`src/hdl/ogg_pkg.sv`:
```
// Shared types, constants and helpers of the occupancy grid obstacle growth unit.
// Used by every module under hdl; depends on nothing else.
package ogg_pkg;

    // Defaults of the top-level parameters.
    localparam int MAX_WIDTH_DEF   = 1024;
    localparam int MAX_HEIGHT_DEF  = 1024;
    localparam int GROW_RADIUS_DEF = 2;

    // Fixed field and register widths.
    localparam int DIM_W      = 11;
    localparam int COORD_W    = 10;
    localparam int OCC_W      = 8;
    localparam int S_TDATA_W  = 8;
    localparam int RES_DATA_W = 2 * COORD_W + 1;
    localparam int M_TDATA_W  = 24;

    localparam logic [DIM_W-1:0] DIM_RESET = 11'd1024;

    // Output queue.
    localparam int FIFO_DEPTH = 4;
    localparam int FIFO_PTR_W = $clog2(FIFO_DEPTH);
    localparam int FIFO_CNT_W = $clog2(FIFO_DEPTH + 1);
    localparam int FIFO_SUM_W = FIFO_CNT_W + 1;

    // Configuration register indexes.
    localparam int CFG_ADDR_W = 1;
    typedef enum logic [CFG_ADDR_W-1:0] {
        REG_MAP_WIDTH  = 1'b0,
        REG_MAP_HEIGHT = 1'b1
    } cfg_reg_t;

    // Control of one item in the read-modify-write stage.
    typedef struct packed {
        logic               valid;
        logic               emit;
        logic               last;
        logic               src;
        logic               raw;
        logic [COORD_W-1:0] cell_x;
        logic [COORD_W-1:0] cell_y;
    } item_ctl_t;

    // One result item.
    typedef struct packed {
        logic               last;
        logic               occupied;
        logic [COORD_W-1:0] cell_y;
        logic [COORD_W-1:0] cell_x;
    } res_t;

    // A zero dimension counts as one; anything above the maximum saturates.
    function automatic logic [DIM_W-1:0] clamp_dim(input logic [DIM_W-1:0] v,
                                                  input int maxv);
        logic [DIM_W-1:0] r;
        r = v;
        if (v == '0)
        begin
            r = DIM_W'(1);
        end
        else if (int'(v) > maxv)
        begin
            r = DIM_W'(maxv);
        end
        return r;
    endfunction

endpackage

```
`src/hdl/ogg_window.sv`:
```
// Horizontal window: taps of the column results along the raster and the
// delayed raw bit of the reported cell. Depends on ogg_pkg.
module ogg_window #(
    parameter int GROW_RADIUS = ogg_pkg::GROW_RADIUS_DEF
) (
    input  logic               clk,
    input  logic               rst_n,
    input  ogg_pkg::item_ctl_t st1_ctl,
    input  logic               col_v,
    input  logic               col_raw,
    output logic               push,
    output ogg_pkg::res_t      res
);

    localparam int RAD    = GROW_RADIUS;
    localparam int HIST_W = 2 * RAD;

    logic [HIST_W-1:0] v_taps_reg;
    logic [RAD-1:0]    raw_taps_reg;

    // Taps advance per item, not per cycle, so bubbles do not break the window.
    always_ff @(posedge clk or negedge rst_n)
    begin
        if (!rst_n)
        begin
            v_taps_reg   <= '0;
            raw_taps_reg <= '0;
        end
        else if (st1_ctl.valid)
        begin
            v_taps_reg   <= HIST_W'({v_taps_reg, col_v});
            raw_taps_reg <= RAD'({raw_taps_reg, col_raw});
        end
    end

    assign push         = st1_ctl.valid & st1_ctl.emit;
    assign res.cell_x   = st1_ctl.cell_x;
    assign res.cell_y   = st1_ctl.cell_y;
    assign res.last     = st1_ctl.last;
    assign res.occupied = col_v | (|v_taps_reg) | raw_taps_reg[RAD-1];

endmodule

```
`config.mk`:
```
export PLATFORM = sky130hd
export DESIGN_NAME = ogg_window
export DESIGN_NICKNAME = d
export VERILOG_FILES = /design/src/hdl/ogg_pkg.sv /design/src/hdl/ogg_window.sv
export SDC_FILE = /design/constraint.sdc
export NUM_CORES = 1
export LEC_CHECK = 0
export ABC_AREA = 1
export BUFFER_PORTS_ARGS = -buffer_cell sky130_fd_sc_hd__buf_2
export CORE_UTILIZATION = 31
export CTS_BUF_LIST = sky130_fd_sc_hd__clkbuf_16
export DETAILED_ROUTE_END_ITERATION = 8
export PLACE_DENSITY_LB_ADDON = 0.1
export SETUP_SLACK_MARGIN = 0.3
export SYNTH_ARGS = -nofsm -noshare
export SYNTH_HDL_FRONTEND = slang
export SYNTH_SLANG_ARGS = --single-unit
export TNS_END_PERCENT = 20
```
`constraint.sdc`:
```
create_clock -name clk -period 0.8 [get_ports clk]
set_clock_uncertainty 0.1 [all_clocks]
set_input_delay 0.12 -clock clk [delete_from_list [all_inputs] [get_ports clk]]
set_output_delay 0.12 -clock clk [all_outputs]
set_load 0.02 [all_outputs]
```
== Word-level counts from Yosys, hierarchy flattened ==
Cells that the tools add are included.
Word-level totals
  bits in registers: 6
  word-level logic and storage cells: 6
  bits of input ports: 29
  output and inout bits: 23
Operators by class
  bitwise operators: 3
  reductions and logical operators: 1
Operators with widths (count)
  OR reduction 4 bit: 1
  bitwise OR 1 bit: 2
  bitwise AND 1 bit: 1

== Depth between registers and ports, before layout ==
Gate-level depths: netlist of run 1.
  word-level depth: 3
  mapped depth: 3
  depth with buffers taken out: 2

== Least setup slack after synthesis of run 1 ==
OpenSTA, ideal clock, no wires.
  path kind: reg2out
  from: register v_taps_reg[1]
  to: output res[20] (netlist bit)
  setup slack: -0.072 ns
  arrival time: 0.652 ns
  required time: 0.580 ns
  stages on the path, launching flop included: 3
  buffers on the path: 0
  cells stage by stage: dfrtp_1 nor2_1 nand3_1
RTL lines
  start: declaration: RTL line ogg_window.sv:18  | logic [HIST_W-1:0] v_taps_reg;
  start signal: assignment: RTL line ogg_window.sv:31  | v_taps_reg <= HIST_W'({v_taps_reg, col_v});
  end: declaration: RTL line ogg_window.sv:12  | output ogg_pkg::res_t res

==> results of run 1 <==
==> stage by stage <==
stage	total power, mW	hold WS [ns]	utilization	setup TNS (ns)
finish	1.38	-0.384	0.390	-0.908
global route	1.43	-0.379	0.390	-1.08
CTS	1.36	-0.382	0.360	-0.598
detailed placement	0.499	-0.141	0.272	-0.234
global placement	0.494	-0.149	0.272	-0.204
floorplan	0.587	-0.276	-	-0.0373
==> what timing repair did <==
action                                  4_1_cts  5_1_grt
buffers inserted                              1        2
gates resized for setup                      16        7
endpoints found under the setup margin        8        8
hold endpoints to repair                      8        7
pin swaps                                     6        3
cloned                                        0        0
==> critical path, cell delays in order, from the launching register on <==
cell	delay (ns)
dfrtp_1	0.38
nor2_2	0.12
nand3_2	0.08
buf_6	0.13
==> power by group <==
part           switching [mW]  internal (mW)  leakage (nW)  total, mW
clock                   0.166          0.641        0.0370      0.807
sequential             0.0220          0.340        0.0745      0.362
combinational          0.0919          0.119         0.141      0.211
total                   0.280           1.10         0.253       1.38
==> synth_stat cells, drive strengths merged <==
cell type	n
buf	22
dfrtp	6
inv	7
nand2	7
nand3	1
nor2	3
o21ai	6
==> routing by layer <==
metal	share of wire	GRT usage	vias up
li1	-	-	124
met1	0.44	0.126	118
met2	0.48	0.138	8
met3	0.073	0.0520	2
met4	0.0059	0.112	0
met5	0	0	-
==> path summary, 6_finish.rpt <==
path / endpoint / slack [ns] / cells past startpoint
worst max register to register: v_taps_reg[3]$_DFFE_PN0P_ / -0.24 / 5
worst max-delay path: res[20] / -0.35 / 3
min in group clk: raw_taps_reg[0]$_DFFE_PN0P_ / -0.01 / 2
worst min-delay path: raw_taps_reg[0]$_DFFE_PN0P_ / -0.38 / 1
worst min register to register: raw_taps_reg[1]$_DFFE_PN0P_ / 0.41 / 2
max in group asynchronous: v_taps_reg[2]$_DFFE_PN0P_ / 0.83 / 1
==> final cells by class <==
type                            instances  area share
Clock buffer                            3       0.148
Timing Repair Buffer                   13       0.264
Multi-Input combinational cell         17       0.204
Tap cell                               15      0.0369
Inverter                                7      0.0517
Sequential cell                         6       0.296
==> kinds of logic after synthesis <==
| kind of cell | synth area share |
|---|---|
| AO/OA/AOI/OAI | 0.0962 |
| buffers and inverters | 0.455 |
| AND/OR/NAND/NOR | 0.0991 |
| flip-flops | 0.350 |
==> results.tsv, run 1 <==
stage	metric	value	unit
outcome	status	complete, but fails checks	
outcome	failing checks	negative hold slack, negative setup slack	
synthesis	flop and latch count out of synthesis	6	
layout	Fillers	141	
global_route	pin count of the biggest net entering global routing	9	
clock_network	CTS Buf Count	3	
layout	synth-to-layout area growth	18.4	%
sta	Final WS setup	-0.350	ns
layout	layout cells sized above 1	0.609	
critical_path	crit path DAT	0.93	ns
global_route	total grt overflow	0	
route	DRC Markers	0	
placement	dpl ws	-0.148	ns
pwr	Max IR drop VDD	0.00111	V
floorplanning	std cell rows	13	
layout	design area	508	um^2
clock_network	clock buffer depth	2	
synthesis	syn_nets	81	
placement	# placed instances	55	
floorplanning	die width	39.2	um
global_route	initial antenna violation count	0	
synthesis	cell area after synthesis	429	um^2
sta	Final period util	1.44	
layout	Multi-input gate area	104	um^2
critical_path	WS Path Type	reg -> out	
critical_path	startpoint types	register	
route	Routed WL	681	um
global_route	vias in the first global route	248	
floorplanning	core area	1300	um^2
route	Vias/cell	4.13	
floorplanning	Initial Util	0.330	
layout	Nets	77	
clock_network	clock root buffer	clkbuf_16	
synthesis	instance count of the mapped netlist	52	
route	DRT iter0 DRCs	3	
sta	hold slack	-0.384	ns
pwr	Lkg Pwr	0.253	nW
critical_path	critical path peak fanout	2	
critical_path	Critical Path RT	0.58	ns
floorplanning	full die area	1540	um^2
sta	Hold Vio Cnt, Final	8	
synthesis	top cells by area, synth	buf_4 (37%), dfrtp_1 (35%), inv_1 (6.1%)	
sta	# setup viols final	5	
global_route	first-pass GRT wire length	1.06	mm
route	Final ANT Viol Nets	0	
route	Pre-Repair DR Iteration Count	4	
sta	Tmin final	1.15	ns
hold_path	worst hold path class	in -> async	
placement	dpl cell area	354	um^2
floorplanning	Die Ht	39.2	um
layout	Antenna Cells	0	
layout	max reg flops	4	
clock_network	Reg clk slew, reported paths	0.03	ns
synthesis	sequential area share after synthesis	0.350	
clock_network	clock sink count	6	
synthesis	Yosys Warn Count	0	
critical_path	crit path from	v_taps_reg[2]$_DFFE_PN0P_	
pwr	Pwr Density	2720	nW/um^2
sta	Final Slew Violations	0	
placement	HPWL after DPL	468	um
synthesis	post-synth top area share	0.367	
critical_path	CP endpoint kind	primary output	
synthesis	Cell variety after synth	9	
layout	commonest non-fill, non-tap cells in the layout	nand2_1 (6), dfrtp_1 (6), buf_6 (5), inv_2 (4)	
clock_network	# H-tree levels	1	
clock_network	CTS tree	yes	
route	drt wl/cell	11.2	um
layout	non-filler cells, final	61	
layout	register area	150	um^2
sta	headroom to the max-slew limit	0.897	
sta	actual slew at the worst max-slew pin	0.154	ns
sta	RSZ-0062 raised after global routing	true	
synthesis	syn avg cell area	8.25	um^2
floorplanning	num ports	52	
sta	Achievable Freq	0.870	GHz
global_route	GRT Total Usage	0.109	
placement	gpl congestion	0.660	
critical_path	worst r2r src	v_taps_reg[2]$_DFFE_PN0P_	
placement	port bufs	7	
route	vias	252	
synthesis	dominant cell type by area after synthesis	buf_4	
clock_network	worst-skew pair later-pin latency	0.23	ns
run	MaxCap Viol Count	0	
Note: power is estimated with default switching activity, not from simulation.
==> run 2: changes to the inputs <==
- CORE_MARGIN: unset -> 3
- CTS_CLUSTER_SIZE: unset -> 24
==> run 2 against run 1 <==
  * The run still ends with negative hold slack, negative setup slack left
  * Sequential cell count unchanged
  * Die area grew 21%
  * Cell area is 1.5% lower
  * Clock power increased by 0.5%
  * Core utilization is 2.6 points higher
  * Total power about the same
  * Combinational power shrank 3%
  * Worst hold slack got worse by 0.0062 ns
  * Sequential share of layout area is 0.44 points higher
  * Maximum frequency down 1.0%
  * Global-route usage rose by 0.32 points
  * Non-clock buffer count up 1
  * Largest power group unchanged
==> results.tsv, run 2 (synthesis gave the netlist of run 1 again) <==
stage	metric	value	unit
outcome	status	complete, but fails checks	
outcome	failing checks	negative hold slack, negative setup slack	
critical_path	worst r2r src	v_taps_reg[2]$_DFFE_PN0P_	
route	DRT iter0 DRCs	0	
layout	Util after Layout	0.417	
floorplanning	full die area	1870	um^2
pwr	Max IR drop VDD	0.00199	V
floorplanning	core area	1200	um^2
clock_network	clock root buffer	clkbuf_16	
placement	dpl cell area	368	um^2
floorplanning	Initial Util	0.357	
route	vias	281	
layout	Antenna Cells	0	
critical_path	Worst path max stage delay	0.38	ns
placement	gpl congestion	0.703	
route	DRC Markers	0	
layout	layout cells sized above 1	0.660	
global_route	initial antenna violation count	0	
route	Pre-Repair DR Iteration Count	1	
critical_path	Slowest cell on crit path	dfrtp_1	
clock_network	clock sink count	6	
layout	commonest non-fill, non-tap cells in the layout	dfrtp_1 (6), nand2_1 (5), buf_6 (5)	
layout	commonest non-fill, non-tap cell in the layout	dfrtp_1	
critical_path	WP buf/inv	1	
route	drt wl/cell	14.0	um
floorplanning	std cell rows	12	
critical_path	CP delay by family, top	flip-flops	
critical_path	R2R cell count	4	
placement	HPWL after DPL	626	um
route	Routed WL	853	um
pwr	Lkg Pwr	0.250	nW
layout	synth-to-layout area growth	16.6	%
global_route	vias in the first global route	302	
clock_network	Reg clk slew, reported paths	0.03	ns
sta	Hold Vio Cnt, Final	6	
sta	actual slew at the worst max-slew pin	0.141	ns
global_route	pin count of the biggest net entering global routing	8	
layout	design area	500	um^2
route	Vias/cell	4.61	
layout	Fillers	125	
global_route	first-pass GRT wire length	1.39	mm
sta	headroom to the max-slew limit	0.906	
critical_path	Critical Path RT	0.58	ns
floorplanning	die width	43.2	um
global_route	GRT Total Usage	0.112	
sta	Final period util	1.45	
run	MaxCap Viol Count	0	
sta	RSZ-0062 raised after global routing	true	
critical_path	critical path peak fanout	2	
floorplanning	num ports	52	
clock_network	worst-skew pair later-pin latency	0.23	ns
sta	Achievable Freq	0.861	GHz
layout	register area	150	um^2
sta	# setup viols final	5	
global_route	total grt overflow	0	
critical_path	r2r endpoint	v_taps_reg[3]$_DFFE_PN0P_	
placement	dpl ws	-0.156	ns
floorplanning	Die Ht	43.2	um
critical_path	critical path, cell by cell	nor2_2, nand3_2, buf_6	
sta	Final WS setup	-0.362	ns
hold_path	worst hold path class	in -> async	
clock_network	CTS tree	yes	
pwr	Pwr Density	2760	nW/um^2
sta	Tmin final	1.16	ns
clock_network	CTS Buf Count	3	
layout	Multi-input gate area	105	um^2
sta	setup TNS	-0.655	ns
layout	max reg flops	4	
critical_path	CP endpoint kind	primary output	
layout	Nets	78	
sta	Final Slew Violations	0	
clock_network	clock buffer depth	2	
critical_path	crit path DAT	0.94	ns
critical_path	flop2flop setup slack	-0.15	ns
placement	port bufs	7	
route	Final ANT Viol Nets	0	
critical_path	startpoint types	register	
clock_network	# H-tree levels	1	
critical_path	WS Path Type	reg -> out	
sta	hold slack	-0.391	ns
run 2: worst max path at each step:
stage | startpoint | end | slack (ns) | cells after the start
2_1_floorplan | v_taps_reg[1]$_DFFE_PN0P_ | res[20] | -0.04 | 2
3_3_place_gp | v_taps_reg[3]$_DFFE_PN0P_ | res[20] | -0.15 | 3
3_5_place_dp | v_taps_reg[3]$_DFFE_PN0P_ | res[20] | -0.16 | 3
4_1_cts | v_taps_reg[1]$_DFFE_PN0P_ | res[20] | -0.38 | 3
5_1_grt | v_taps_reg[2]$_DFFE_PN0P_ | res[20] | -0.41 | 3
6_report | v_taps_reg[2]$_DFFE_PN0P_ | res[20] | -0.36 | 3
run 2: power by group:
group	internal (mW)	switching, mW	leakage (nW)
sequential	0.340	0.0249	0.0745
clock	0.642	0.170	0.0370
combinational	0.115	0.0899	0.139
total	1.10	0.285	0.250
run 2: cell type report:
cell class                 instances  share of cell area
sequential                         6               0.300
timing repair buffer              14               0.252
multi-input combinational         17               0.210
clock buffer                       3               0.150
inverter                           7              0.0525
tap                               14              0.0350
run 2: repair_timing:
action | in CTS | in global routing
hold endpoints to repair | 6 | 6
endpoints found under the setup margin | 8 | 8
setup buffers | 1 | 1
gates resized for setup | 13 | 8
pin swaps | 3 | 5
run 2: metal layers:
layer | share of wire | global-route usage | wire length (um)
met1 | 0.33 | 0.0982 | 280
met2 | 0.31 | 0.103 | 267
met3 | 0.18 | 0.0636 | 151
met4 | 0.18 | 0.253 | 153
met5 | 0 | 0 | 0
run 2: metrics by stage:
stage | instances | total power, mW
after floorplan | 52 | 0.587
after global placement | 56 | 0.507
after detailed placement | 56 | 0.509
after CTS | 60 | 1.37
after global routing | 61 | 1.45
final | 61 | 1.38
==> run 3: changes to the inputs <==
- CORE_UTILIZATION: 31 -> 33
- clock period: 0.8 -> 1.4 ns (I/O delays scaled with it)
==> run 3 against run 2 <==
  * The run now ends clean
  * Non-clock buffer count decreased by 3
  * Wire length down 1.4%
  * Register-to-register slack gained 0.69 ns
  * Core utilization shrank 4.8 points
  * Die area down 5.2%
  * Worst setup slack better by 0.51 ns
  * Critical path depth stayed put
  * Sequential cell count stayed put
  * Critical path type unchanged
==> results.tsv, run 3 (synthesis gave the netlist of run 1 again) <==
stage	metric	value	unit
outcome	status	finished clean	
floorplanning	Initial Util	0.371	
sta	# setup viols final	0	
route	Pre-Repair DR Iteration Count	2	
sta	headroom to the max-slew limit	0.844	
sta	Hold Vio Cnt, Final	0	
floorplanning	die width	42.1	um
sta	RSZ-0062 raised after global routing	true	
layout	synth-to-layout area growth	-0.583	%
floorplanning	num ports	52	
route	drt wl/cell	14.5	um
layout	design area	427	um^2
clock_network	CTS Buf Count	3	
floorplanning	Die Ht	42.1	um
clock_network	clock root buffer	clkbuf_16	
global_route	GRT Total Usage	0.0969	
critical_path	startpoint types	register	
layout	layout cells sized above 1	0.364	
global_route	vias in the first global route	284	
layout	Nets	75	
global_route	pin count of the biggest net entering global routing	14	
floorplanning	core area	1160	um^2
route	DRC Markers	0	
critical_path	critical path peak fanout	2	
layout	Antenna Cells	0	
critical_path	Critical Path RT	1.09	ns
clock_network	CTS tree	yes	
sta	setup TNS	0	ns
layout	Fillers	118	
global_route	total grt overflow	0	
placement	gpl congestion	0.698	
floorplanning	full die area	1770	um^2
critical_path	CP endpoint kind	primary output	
pwr	Lkg Pwr	0.224	nW
pwr	Pwr Density	1720	nW/um^2
placement	port bufs	7	
placement	HPWL after DPL	637	um
sta	Final WS setup	0.146	ns
clock_network	worst-skew pair later-pin latency	0.22	ns
placement	dpl cell area	313	um^2
layout	non-filler cells, final	58	
pwr	Pwr Total	0.735	mW
sta	Tmin final	1.25	ns
placement	dpl ws	0.366	ns
sta	actual slew at the worst max-slew pin	0.235	ns
floorplanning	std cell rows	12	
layout	commonest non-fill, non-tap cells in the layout	nand2_1 (7), inv_1 (7), buf_2 (6), dfrtp_1 (6)	
layout	max reg flops	4	
sta	Achievable Freq	0.797	GHz
global_route	initial antenna violation count	0	
clock_network	Reg clk slew, reported paths	0.03	ns
route	Vias/cell	4.60	
sta	hold slack	0.0975	ns
route	vias	267	
global_route	first-pass GRT wire length	1.25	mm
clock_network	# H-tree levels	1	
placement	# placed instances	51	
hold_path	worst hold path class	in -> reg	
route	Final ANT Viol Nets	0	
critical_path	crit path DAT	0.94	ns
clock_network	clock buffer depth	2	
run	MaxCap Viol Count	0	
route	Routed WL	841	um
sta	Final Slew Violations	0	
route	DRT iter0 DRCs	7	
sta	Final period util	0.896	
pwr	Max IR drop VDD	0.00102	V
critical_path	WS Path Type	reg -> out	
layout	Util after Layout	0.369	
clock_network	clock sink count	6	
-- run 3: changes by cell type in the layout (fill, tap and decap cells not counted), moves of 3 or more --
cell	previous run	this run
buf_6	5	1
inv_1	3	7
inv_2	4	0
nor2_1	0	3
nor2_2	3	0
o21ai_0	0	3
-- run 3: worst paths after layout --
check	from	endpoint	slack, ns	depth (start not counted)
worst max-delay path	v_taps_reg[3]$_DFFE_PN0P_	res[20]	0.15	3
min in group asynchronous	rst_n	v_taps_reg[0]$_DFFE_PN0P_	0.24	2
worst min-delay path	col_raw	raw_taps_reg[0]$_DFFE_PN0P_	0.1	3
max in group asynchronous	rst_n	raw_taps_reg[0]$_DFFE_PN0P_	0.81	2
worst max register to register	v_taps_reg[2]$_DFFE_PN0P_	v_taps_reg[3]$_DFFE_PN0P_	0.54	3
worst min register to register	raw_taps_reg[0]$_DFFE_PN0P_	raw_taps_reg[1]$_DFFE_PN0P_	0.39	2
-- run 3: what timing repair did --
action,CTS,global route
pin swaps,1,2
setup endpoints to repair,1,2
hold buffers,1,0
setup buffers,2,1
endpoints found under the hold margin,6,0
resized for setup,2,0
-- run 3: area by class of cell --
type,count,area [um^2],share of cell area
Multi-Input combinational cell,17,83.8,0.196
Tap cell,14,17.5,0.0411
Inverter,7,26.3,0.0616
Sequential cell,6,150,0.352
Clock buffer,3,75.1,0.176
Timing Repair Buffer,11,73.8,0.173
-- run 3: power by group --
part	internal (mW)	switching, mW
sequential	0.194	0.0105
combinational	0.0374	0.0385
clock	0.366	0.0887
-- run 3: worst max-delay path, cell delays in order, from the launching register on --
cell	delay, ns
dfrtp_1	0.37
nor2_1	0.11
nand3_1	0.10
buf_6	0.14
-- run 3: metal layers --
| layer | vias up | wire, um | track usage |
|---|---|---|---|
| li1 | 118 | - | - |
| met1 | 107 | 229 | 0.0568 |
| met2 | 24 | 361 | 0.148 |
| met3 | 18 | 168 | 0.0815 |
| met4 | 0 | 81 | 0.130 |
| met5 | - | 0 | 0 |
