<file path="src/hdl/ogg_pkg.sv">
// Shared types, constants and helpers of the occupancy grid obstacle growth unit.
// Used by every module under hdl; depends on nothing else.
package ogg_pkg;

    // Defaults of the top-level parameters.
    localparam int MAX_WIDTH_DEF   = 1024;
    localparam int MAX_HEIGHT_DEF  = 1024;
    localparam int GROW_RADIUS_DEF = 2;

    // Fixed field and register widths.
    localparam int DIM_W      = 11;
    localparam int COORD_W    = 10;
    localparam int OCC_W      = 8;
    localparam int S_TDATA_W  = 8;
    localparam int RES_DATA_W = 2 * COORD_W + 1;
    localparam int M_TDATA_W  = 24;

    localparam logic [DIM_W-1:0] DIM_RESET = 11'd1024;

    // Output queue.
    localparam int FIFO_DEPTH = 4;
    localparam int FIFO_PTR_W = $clog2(FIFO_DEPTH);
    localparam int FIFO_CNT_W = $clog2(FIFO_DEPTH + 1);
    localparam int FIFO_SUM_W = FIFO_CNT_W + 1;

    // Configuration register indexes.
    localparam int CFG_ADDR_W = 1;
    typedef enum logic [CFG_ADDR_W-1:0] {
        REG_MAP_WIDTH  = 1'b0,
        REG_MAP_HEIGHT = 1'b1
    } cfg_reg_t;

    // Control of one item in the read-modify-write stage.
    typedef struct packed {
        logic               valid;
        logic               emit;
        logic               last;
        logic               src;
        logic               raw;
        logic [COORD_W-1:0] cell_x;
        logic [COORD_W-1:0] cell_y;
    } item_ctl_t;

    // One result item.
    typedef struct packed {
        logic               last;
        logic               occupied;
        logic [COORD_W-1:0] cell_y;
        logic [COORD_W-1:0] cell_x;
    } res_t;

    // A zero dimension counts as one; anything above the maximum saturates.
    function automatic logic [DIM_W-1:0] clamp_dim(input logic [DIM_W-1:0] v,
                                                  input int maxv);
        logic [DIM_W-1:0] r;
        r = v;
        if (v == '0)
        begin
            r = DIM_W'(1);
        end
        else if (int'(v) > maxv)
        begin
            r = DIM_W'(maxv);
        end
        return r;
    endfunction

endpackage

</file>
<file path="src/hdl/ogg_out_fifo.sv">
// Small result queue between the processing stage and the output stream.
// Depends on ogg_pkg.
module ogg_out_fifo (
    input  logic                           clk,
    input  logic                           rst_n,
    input  logic                           push,
    input  ogg_pkg::res_t                  push_data,
    input  logic                           m_tready,
    output logic                           m_tvalid,
    output ogg_pkg::res_t                  head,
    output logic [ogg_pkg::FIFO_CNT_W-1:0] count
);

    localparam int PW = ogg_pkg::FIFO_PTR_W;
    localparam int CW = ogg_pkg::FIFO_CNT_W;

    ogg_pkg::res_t mem_reg [ogg_pkg::FIFO_DEPTH];
    logic [PW-1:0] wr_ptr_reg, wr_ptr_next;
    logic [PW-1:0] rd_ptr_reg, rd_ptr_next;
    logic [CW-1:0] count_reg, count_next;
    logic          pop;

    assign pop = (count_reg != '0) & m_tready;

    always_comb
    begin
        wr_ptr_next = wr_ptr_reg;
        rd_ptr_next = rd_ptr_reg;
        if (push)
        begin
            wr_ptr_next = (wr_ptr_reg == PW'(ogg_pkg::FIFO_DEPTH - 1)) ? '0 : wr_ptr_reg + 1'b1;
        end
        if (pop)
        begin
            rd_ptr_next = (rd_ptr_reg == PW'(ogg_pkg::FIFO_DEPTH - 1)) ? '0 : rd_ptr_reg + 1'b1;
        end
        count_next = count_reg + CW'(push) - CW'(pop);
    end

    always_ff @(posedge clk)
    begin
        if (push)
        begin
            mem_reg[wr_ptr_reg] <= push_data;
        end
    end

    always_ff @(posedge clk or negedge rst_n)
    begin
        if (!rst_n)
        begin
            wr_ptr_reg <= '0;
            rd_ptr_reg <= '0;
            count_reg  <= '0;
        end
        else
        begin
            wr_ptr_reg <= wr_ptr_next;
            rd_ptr_reg <= rd_ptr_next;
            count_reg  <= count_next;
        end
    end

    assign m_tvalid = count_reg != '0;
    assign head     = mem_reg[rd_ptr_reg];
    assign count    = count_reg;

endmodule

</file>
<file path="config.mk">
export PLATFORM = sky130hd
export DESIGN_NAME = ogg_out_fifo
export DESIGN_NICKNAME = d
export VERILOG_FILES = /design/src/hdl/ogg_pkg.sv /design/src/hdl/ogg_out_fifo.sv
export SDC_FILE = /design/constraint.sdc
export NUM_CORES = 1
export LEC_CHECK = 0
export BUFFER_PORTS_ARGS = -buffer_cell sky130_fd_sc_hd__buf_2
export CAP_MARGIN = 20
export CELL_PAD_IN_SITES_DETAIL_PLACEMENT = 1
export CELL_PAD_IN_SITES_GLOBAL_PLACEMENT = 1
export CORE_MARGIN = 2
export CORE_UTILIZATION = 25
export DETAILED_ROUTE_END_ITERATION = 6
export PLACE_DENSITY = 0.43
export REMOVE_ABC_BUFFERS = 1
export SYNTH_ARGS = -nofsm -noshare
export SYNTH_HDL_FRONTEND = slang
export SYNTH_SLANG_ARGS = --single-unit
</file>
<file path="constraint.sdc">
create_clock -name clk -period 3 [get_ports clk]
set_clock_uncertainty 0.15 [all_clocks]
set_input_delay 0.6 -clock clk [delete_from_list [all_inputs] [get_ports clk]]
set_output_delay 0.6 -clock clk [all_outputs]
set_load 0.05 [all_outputs]
</file>
=== After elaboration in Yosys (flattened, before gate mapping) ===
Memory sizes are Yosys's and may differ from the RTL's.
Cells that the tools add are included.

* Add/sub/neg operators: 4
* Equal/unequal tests: 2
* Mux-type cells: 4
* Bitwise gates (word level): 1
* Reductions and logical operators: 1

{| class="wikitable"
|+ Operator list
! operator !! count
|-
| $add A2 B1 Y2 const B || 2
|-
| $eq A2 B2 Y1 const B || 2
|-
| $mux W2 || 2
|-
| $add A3 B1 Y3 || 1
|-
| $reduce_bool A3 Y1 || 1
|-
| $sub A3 B1 Y3 || 1
|-
| $mux W1 || 2
|-
| $and A1 B1 Y1 || 1
|}

* Register bits: 7
* RAM bits: 88
* Input bits: 26
* Output and inout bits: 26
* Word-level logic and storage cells: 16
* Memories: 1

{| class="wikitable"
|+ Memories
! name !! depth !! bits a word !! read ports !! clocked after Yosys merged registers in !! write ports !! RTL line !! text
|-
| mem_reg || 4 || 22 || 1 || 0 || 1 || ogg_out_fifo.sv:17 || <nowiki>ogg_pkg::res_t mem_reg [ogg_pkg::FIFO_DEPTH];</nowiki>
|}

=== Depth between registers and ports, before layout ===
Gate-level depths: netlist of run 1.

* Word-level depth: 3
* Gate-level depth with buffers: 9
* Mapped depth without buffers: 9

=== Worst setup path before layout of run 1 ===
OpenSTA, ideal clock, no wires.

* Kind: reg-to-reg
* Start point: register count_reg[1], in the netlist count[1]
* End point: register count_reg[2], in the netlist count[2]
* Setup time: 0.144 ns
* Arrival time: 2.232 ns
* Data required time: 2.706 ns
* Path slack: 0.474 ns
* Cell stages (with the launch flop): 10
* Path buffers: 0
* Period minus slack after synthesis: 2.526 ns
* Cells stage by stage: dfrtp_1 > o31ai_1 > inv_1 > ha_1 > inv_1 > ha_1 > inv_1 > fa_1 > xnor2_1 > xnor2_1

* Cells in the longest elaborated chain, start to end: 3
* Elaborated cells on any way between the ends: 4
* Classes of those cells: add/sub: 2; bitwise: 1; reduce/logical: 1

{| class="wikitable"
|+ RTL lines
! item !! RTL line !! text
|-
| start: declaration || ogg_out_fifo.sv:20 || <nowiki>logic [CW-1:0] count_reg, count_next;</nowiki>
|-
| start signal: assignment || ogg_out_fifo.sv:60 || <nowiki>count_reg <= count_next;</nowiki>
|-
| $reduce_bool A3 Y1 || ogg_out_fifo.sv:23 || <nowiki>assign pop = (count_reg != '0) & m_tready;</nowiki>
|-
| $and A1 B1 Y1 || ogg_out_fifo.sv:23 ||
|-
| via pop || ogg_out_fifo.sv:21 || <nowiki>logic pop;</nowiki>
|-
| $sub A3 B1 Y3 || ogg_out_fifo.sv:37 || <nowiki>count_next = count_reg + CW'(push) - CW'(pop);</nowiki>
|-
| via count_next[2] || ogg_out_fifo.sv:20 ||
|}

The timed path passes the listed nets, and every way through them passes these cells.
A chain may end at the register's enable or synchronous reset.

==> results.json, run 1 <==
{
  "status": "finished, final reports clean",
  "cp-end-kind": "primary output",
  "yosysWarnings": 0,
  "cts_sinks": 95,
  "final_cells": 405,
  "clkTransAtPathRegs_ns": 0.06,
  "p_sw_share_pct": 37.7,
  "reg2reg_from": "count[1]",
  "grt_pass1_wl_mm": 11.0,
  "via_count": 1660,
  "synth_seq_area_share_pct": 77.7,
  "r2r_slack_ns": 0.56,
  "hp-class": "input port to flop",
  "coreArea_mm2": 0.0144,
  "rsz0062_at_grt": "false",
  "r2r-end": "count[2]",
  "pwr-share-comb_pct": 38.2,
  "power_leakage_uw": 0.00157,
  "synth_xor_area_share_pct": 0.483,
  "fin_ws_ns": 0.379,
  "slew_violations": 0,
  "dp_hpwl_mm": 4.41,
  "synth_top_family_by_area": "multiplexers",
  "synth_simple_gate_area_share_pct": 1.31,
  "antenna_found_initial": 0,
  "syn_avg_cell_area_um2": 23.9,
  "wire_per_inst_um": 16.7,
  "overflow": 0,
  "ir_worst_vdd_uv": 508,
  "synth_compound_area_share_pct": 0.483,
  "pwr-share-clk_pct": 24.2,
  "clk_path_buf_depth": 2,
  "reg2reg_depth": 9,
  "netlist_area_mm2": 0.00363,
  "seqPwrFrac_pct": 37.6,
  "critPathMaxFanout": 18,
  "multi_input_area_um2": 723,
  "tightest_slew_ns": 0.464,
  "finalSetupTns_ns": 0,
  "dr.pass1.iters": 4,
  "hold_end": "mem_reg[2][5]",
  "die_h_um": 124,
  "regArea_mm2": 0.00282,
  "hold-worst-slack_ns": 0.324,
  "total_power_uw": 4900,
  "gp_congestion": 0.660,
  "p_int_uw": 3060,
  "cts_tree": "done",
  "ys_ff_latch": 95,
  "drc": 0,
  "rows": 44,
  "grt_max_degree": 21,
  "critPathKind": "flop to primary output",
  "clock.fmax_mhz": 382,
  "area_growth_pct": 22.9,
  "fill_cells": 1438,
  "track_usage_pct": 9.62,
  "largest_reg_flops": 88,
  "min_period_ns": 2.62,
  "muxShareOfSynthArea_pct": 14.7,
  "cts-root-buf": "clkbuf_16",
  "grt_pass1_vias": 1926,
  "drtAntennaViolNets": 0,
  "viasPerCell": 4.10,
  "cp-start-kind": "flop",
  "relSlewSlack_pct": 68.8,
  "hold_start": "push_data[5]",
  "min_path_cells": 1,
  "clock_latency_ns": 0.34,
  "htreeDepth": 3,
  "chipWidth_um": 124,
  "ys_types": 19,
  "power_density_mw_per_mm2": 1100,
  "pre_cts_ws_ns": 0.537,
  "initial_core_util_pct": 25.3,
  "finalHoldViolCount": 0,
  "numCtsBuffers": 9,
  "antenna_cells": 0,
  "drv_cap": 0,
  "drive_gt1_share_pct": 42.1,
  "finalSetupViolCount": 0,
  "post-route-period-util_pct": 87.4,
  "crit_arrival_ns": 1.87,
  "dpl.cell_count": 388,
  "synth_cells": 152,
  "p_sw_uw": 1850,
  "cts_resized": 0,
  "dieArea_mm2": 0.0155,
  "cp.required_ns": 2.25,
  "first_iter_violations": 107,
  "wirelength_mm": 6.76,
  "nNetsFinal": 250,
  "io-pin-count": 52,
  "synth-adder-area-share_pct": 2.97,
  "portBuffers": 51
}
-- synth_stat cells (all sizes together) --
| cell type | n | share of area, % |
|---|---|---|
| or3 | 1 | 0.17 |
| nand2 | 1 | 0.10 |
| o31ai | 1 | 0.21 |
| dfrtp | 7 | 4.8 |
| mux4 | 22 | 14 |
| buf | 5 | 1.7 |
| and2 | 4 | 0.69 |
| fa | 1 | 0.55 |
| xnor2 | 2 | 0.48 |
| nor2 | 1 | 0.10 |
| or3b | 1 | 0.24 |
| edfxtp | 88 | 73 |
| inv | 7 | 0.72 |
| mux2 | 2 | 0.62 |
| ha | 7 | 2.4 |
| o21ai | 2 | 0.28 |
-- power groups by stage --
stage	registers, uW	clock network [uW]	logic, uW
after floorplan	1980	0	1280
after global placement	1870	0	1930
after detailed placement	1880	0	1920
after CTS	1850	1240	1930
after global routing	1870	1280	2020
final	1840	1190	1870
-- critical path, stage by stage (launching register included) --
cell     delay [ns]
dfrtp_2        0.50
buf_12         0.23
mux4_1         0.56
buf_2          0.22
-- cell usage in the layout, fill, tap and decap left out, drive strengths merged --
cell type,n
dlygate4sd3,1
clkinvlp,1
buf,57
or3,1
nand2,1
o21ai,2
mux2,2
edfxtp,88
o31ai,1
ha,7
xnor2,2
clkbuf,10
and2,4
clkinv,3
fa,1
bufinv,2
mux4,22
dfrtp,7
nor2,1
or3b,1
inv,7
-- how the worst max path moves through the flow --
stage               slack (ns)       end          start  cells past startpoint
CTS                       0.32  head[21]  rd_ptr_reg[0]                      3
floorplan                 0.29   head[0]  rd_ptr_reg[0]                      1
detailed placement        0.54  count[2]       count[1]                      9
global placement          0.61  count[2]       count[1]                      9
global route              0.27  count[2]       count[1]                      9
finish                    0.38  head[21]  rd_ptr_reg[0]                      3
-- cell type report --
class	count	share of cell area, %
clock buffer	10	5.13
sequential	95	63.2
multi-input combinational	45	16.2
tap	184	5.16
inverter	7	0.589
clock inverter	6	1.91
timing repair buffer	58	7.80
-- per-layer routing --
layer	wire (um)	GRT usage (%)	share of wire, %	vias to the layer above
li1	-	-	-	750
met1	2890	11.0	43	864
met2	3410	16.2	50	41
met3	382	4.55	5.6	5
met4	81	2.58	1.2	0
met5	0	0	0	-
-- kinds of logic after synthesis --
group           count (synthesis)
buf+inv                        12
mux                            24
flops                          95
compound gates                  3
fa+ha+maj                       8
simple gates                    8
xor+xnor                        2
-- through the flow --
step / util (%) / instance area [um^2]
finish: 31.0 / 4460
global route: 31.0 / 4460
CTS: 31.0 / 4460
detailed placement: 28.8 / 4140
global placement: 28.8 / 4140
floorplan: - / 3570
-- what timing repair did --
item / 4_1_cts / 5_1_grt
setup buffers: 0 / 0
hold buffers: 1 / 0
hold endpoints to repair: 7 / 0
Note: power is estimated with default switching activity, not from simulation.
==> run 2: changes to the inputs <==
--- a/config.mk
+++ b/config.mk
@@ -6,7 +6,7 @@
 export NUM_CORES = 1
 export LEC_CHECK = 0
 export BUFFER_PORTS_ARGS = -buffer_cell sky130_fd_sc_hd__buf_2
-export CAP_MARGIN = 20
+export CAP_MARGIN = 25
 export CELL_PAD_IN_SITES_DETAIL_PLACEMENT = 1
 export CELL_PAD_IN_SITES_GLOBAL_PLACEMENT = 1
 export CORE_MARGIN = 2
@@ -14,6 +14,7 @@
 export DETAILED_ROUTE_END_ITERATION = 6
 export PLACE_DENSITY = 0.43
 export REMOVE_ABC_BUFFERS = 1
+export SETUP_SLACK_MARGIN = 0.4
 export SYNTH_ARGS = -nofsm -noshare
 export SYNTH_HDL_FRONTEND = slang
 export SYNTH_SLANG_ARGS = --single-unit
==> constraint.sdc (replaced) <==
create_clock -name clk -period 3.3 [get_ports clk]
set_clock_uncertainty 0.15 [all_clocks]
set_input_delay 0.66 -clock clk [delete_from_list [all_inputs] [get_ports clk]]
set_output_delay 0.66 -clock clk [all_outputs]
set_load 0.05 [all_outputs]
==> results.json, run 2 (synthesis gave the netlist of run 1 again) <==
{
  "wirelength_mm": 7.08,
  "power_density_mw_per_mm2": 1010,
  "rsz0062_at_grt": "false",
  "cts-root-buf": "clkbuf_16",
  "drc": 0,
  "dp_hpwl_mm": 4.49,
  "chipWidth_um": 124,
  "max_stage_delay_ns": 0.68,
  "grt_max_degree": 23,
  "p_sw_share_pct": 37.9,
  "critPathKind": "flop to primary output",
  "p_int_uw": 2800,
  "antenna_cells": 0,
  "clock.fmax_mhz": 361,
  "crit_path_cell_trace": "buf_4 > mux4_2 > buf_2",
  "cts_sinks": 95,
  "viasPerCell": 4.09,
  "numCtsBuffers": 9,
  "power_leakage_uw": 0.00160,
  "grt_pass1_vias": 1854,
  "relSlewSlack_pct": 61.5,
  "dr.pass1.iters": 3,
  "pwr-share-comb_pct": 38.2,
  "track_usage_pct": 9.82,
  "rows": 44,
  "antenna_found_initial": 0,
  "final_cell_mix": "edfxtp_1, buf_2, mux4_2",
  "status": "finished, final reports clean",
  "cp_slowest_cell": "dfrtp_1",
  "drtAntennaViolNets": 0,
  "finalSetupViolCount": 0,
  "cts_tree": "done",
  "gp_congestion": 0.618,
  "layout_commonest_cell": "edfxtp_1",
  "wire_per_inst_um": 17.2,
  "htreeDepth": 3,
  "slew_violations": 0,
  "area_growth_pct": 23.5,
  "largest_reg_flops": 88,
  "clk_path_buf_depth": 2,
  "post-route-period-util_pct": 83.9,
  "finalSetupTns_ns": 0,
  "crit_arrival_ns": 1.96,
  "ir_worst_vdd_uv": 370,
  "r2r_slack_ns": 0.76,
  "drive_gt1_share_pct": 44.5,
  "seqPwrFrac_pct": 37.0,
  "hold-worst-slack_ns": 0.381,
  "clock_latency_ns": 0.34,
  "cp-end-kind": "primary output",
  "portBuffers": 51,
  "min_period_ns": 2.77,
  "initial_core_util_pct": 25.3,
  "via_count": 1679,
  "pwr-share-clk_pct": 24.7,
  "cp.required_ns": 2.49,
  "nNetsFinal": 256,
  "overflow": 0,
  "first_iter_violations": 96,
  "io-pin-count": 52,
  "p_sw_uw": 1710,
  "cp-start-kind": "flop",
  "finalHoldViolCount": 0,
  "drv_cap": 0,
  "hp-class": "input port to flop",
  "clkTransAtPathRegs_ns": 0.07,
  "grt_pass1_wl_mm": 11.1,
  "dieArea_mm2": 0.0155,
  "critPathMaxFanout": 13,
  "coreArea_mm2": 0.0144,
  "tightest_slew_ns": 0.573,
  "die_h_um": 124
}
run 2: metal layers:
metal	vias up	track usage [%]	wire length [um]
met5	-	0	0
met4	0	3.97	130
met3	11	3.95	350
met2	37	15.1	3330
met1	867	12.4	3270
li1	764	-	-
run 2: through the flow:
step	power, uW	setup slack, ns	utilization, %	instances	instance area, um^2
2_1_floorplan	2960	0.525	-	147	3570
3_3_place_gp	3390	0.657	28.5	388	4100
3_5_place_dp	3410	0.657	28.5	388	4100
4_1_cts	4550	0.438	30.9	405	4440
5_1_grt	4760	0.415	31.2	411	4480
6_report	4510	0.532	31.2	411	4480
run 2: power groups by stage:
| stage | logic [uW] | clock network, uW | registers (uW) |
|---|---|---|---|
| 2_1_floorplan | 1170 | 0 | 1800 |
| 3_3_place_gp | 1670 | 0 | 1730 |
| 3_5_place_dp | 1680 | 0 | 1730 |
| 4_1_cts | 1680 | 1160 | 1710 |
| 5_1_grt | 1850 | 1210 | 1700 |
| 6_report | 1720 | 1120 | 1670 |
run 2: what timing repair did:
item / CTS / global route
setup endpoints to repair: 12 / 3
hold buffers: 1 / 0
resized for setup: 2 / 0
endpoints found under the hold margin: 7 / 0
gates cloned: 0 / 0
setup buffers: 0 / 6
run 2: area by class of cell:
class | instances | area [um^2]
clock inverter | 7 | 95.1
inverter | 7 | 26.3
timing repair buffer | 64 | 359
multi-input combinational | 45 | 723
clock buffer | 9 | 225
sequential | 95 | 2820
tap | 184 | 230
fill | 1457 | 9890
run 2: worst paths after layout:
| path | start | endpoint | cells after the start |
|---|---|---|---|
| min | push_data[17] | mem_reg[2][17] | 1 |
| min in group asynchronous | rst_n | count[0] | 2 |
| min reg2reg | count[1] | count[2] | 1 |
| max reg2reg | count[1] | count[2] | 9 |
| max in group asynchronous | rst_n | rd_ptr_reg[0] | 2 |
| max | rd_ptr_reg[1] | head[12] | 3 |
run 2: worst max-delay path: cells and delay by family (launching register included):
family / cells / cell delay, ns
buf+inv: 2 / 0.57
flops: 1 / 0.68
mux: 1 / 0.35
==> run 3: changes to the inputs <==
==> constraint.sdc (replaced) <==
create_clock -name clk -period 2.65 [get_ports clk]
set_clock_uncertainty 0.15 [all_clocks]
set_input_delay 0.53 -clock clk [delete_from_list [all_inputs] [get_ports clk]]
set_output_delay 0.53 -clock clk [all_outputs]
set_load 0.05 [all_outputs]
==> results.json, run 3 (synthesis gave the netlist of run 1 again) <==
{
  "cp.required_ns": 1.97,
  "nNetsFinal": 259,
  "cp_top_family": "flip-flops",
  "hp-class": "input port to flop",
  "finalSetupViolCount": 0,
  "power_density_mw_per_mm2": 1270,
  "power_leakage_uw": 0.00165,
  "slew_violations": 0,
  "cts-root-buf": "clkbuf_16",
  "post-route-period-util_pct": 92.2,
  "drv_cap": 0,
  "crit_path_cell_trace": "clkbuf_16 > mux4_2 > buf_6",
  "finalSetupTns_ns": 0,
  "status": "finished, final reports clean",
  "rsz0062_at_grt": "true",
  "clock_latency_ns": 0.34,
  "finalHoldViolCount": 0,
  "cts_sinks": 95,
  "clock.fmax_mhz": 409,
  "cp-start-kind": "flop",
  "tightest_slew_ns": 0.487,
  "max_stage_delay_ns": 0.52,
  "placedInstanceArea_mm2": 0.00419,
  "ir_worst_vdd_uv": 428,
  "clkTransAtPathRegs_ns": 0.06,
  "dieArea_mm2": 0.0155,
  "antenna_found_initial": 0,
  "crit_buf_inv": 2,
  "coreArea_mm2": 0.0144,
  "drtAntennaViolNets": 0,
  "drive_gt1_share_pct": 48.0,
  "wirelength_mm": 7.21,
  "numCtsBuffers": 9,
  "die_h_um": 124,
  "drc": 0,
  "rows": 44,
  "cts_tree": "done",
  "overflow": 0,
  "track_usage_pct": 10.4,
  "io-pin-count": 52,
  "grt_pass1_vias": 1968,
  "critPathKind": "flop to primary output",
  "htreeDepth": 3,
  "wire_per_inst_um": 17.5,
  "dp_hpwl_mm": 4.75,
  "final_cell_mix": "edfxtp_1, buf_2, mux4_2, buf_6",
  "gp_congestion": 0.660,
  "grt_pass1_wl_mm": 11.8,
  "antenna_cells": 0,
  "via_count": 1716,
  "design_area_mm2": 0.00467,
  "cp_slowest_cell": "dfrtp_2",
  "final_core_util_pct": 32.5,
  "grt_max_degree": 19,
  "crit_arrival_ns": 1.76,
  "initial_core_util_pct": 25.3,
  "min_period_ns": 2.44,
  "cp-end-kind": "primary output",
  "relSlewSlack_pct": 67.5,
  "r2r_slack_ns": 0.50,
  "clk_path_buf_depth": 2,
  "portBuffers": 51,
  "layout_commonest_cell": "edfxtp_1",
  "critPathMaxFanout": 6,
  "dr.pass1.iters": 3,
  "area_growth_pct": 28.8,
  "first_iter_violations": 108,
  "chipWidth_um": 124,
  "largest_reg_flops": 88,
  "viasPerCell": 4.15
}
-- run 3: cell types whose count changed in the layout (fill, tap and decap cells not counted), moves of 3 or more --
| cell | change |
|---|---|
| mux4_2 | +4 |
| mux4_1 | -4 |
| buf_2 | -22 |
| buf_6 | +21 |
| dfrtp_1 | -3 |
| dfrtp_2 | +4 |
| buf_12 | +4 |
-- run 3: layout make-up --
cell class                 count  area [um^2]
fill                        1425         9690
clock inverter                 4         47.5
tap                          184          230
sequential                    95         2820
timing repair buffer          67          583
multi-input combinational     45          732
clock buffer                  11          233
inverter                       7         26.3
-- run 3: worst paths after layout --
check                           endpoint     startpoint  cells past startpoint
min in group asynchronous       count[0]          rst_n                      2
setup / recovery                head[17]  rd_ptr_reg[0]                      3
hold / removal             mem_reg[1][3]   push_data[3]                      1
max in group asynchronous  rd_ptr_reg[0]          rst_n                      2
setup reg to reg                count[2]       count[2]                      9
hold reg to reg                 count[2]       count[1]                      1
-- run 3: where the power goes --
group	switching [uW]	internal, uW
Sequential	139	1950
Combinational	1550	1080
Clock	503	723
-- run 3: per-stage QoR --
step           power, uW  cells  setup slack [ns]  hold slack (ns)
2_1_floorplan       3690    147           0.00533           0.0844
3_3_place_gp        4350    393             0.422            0.233
3_5_place_dp        4370    393             0.318            0.241
4_1_cts             6040    413             0.140            0.241
5_1_grt             6270    413             0.123            0.239
6_report            5950    413             0.207            0.253
-- run 3: repair_timing --
action                                  in CTS  in global routing
gates cloned                                 1                  0
setup buffers                                3                  0
pin swaps                                    1                  0
endpoints found under the hold margin        7                  0
endpoints found under the setup margin      23                 23
gates resized for setup                     50                  7
hold buffers                                 1                  0
-- run 3: per-layer routing --
metal  vias to the layer above  part of all wire (%)  track usage, %
li1                        769                     -               -
met1                       900                    45            13.1
met2                        39                    49            16.5
met3                         8                   5.0            4.60
met4                         0                   1.3            2.78
met5                         -                     0               0
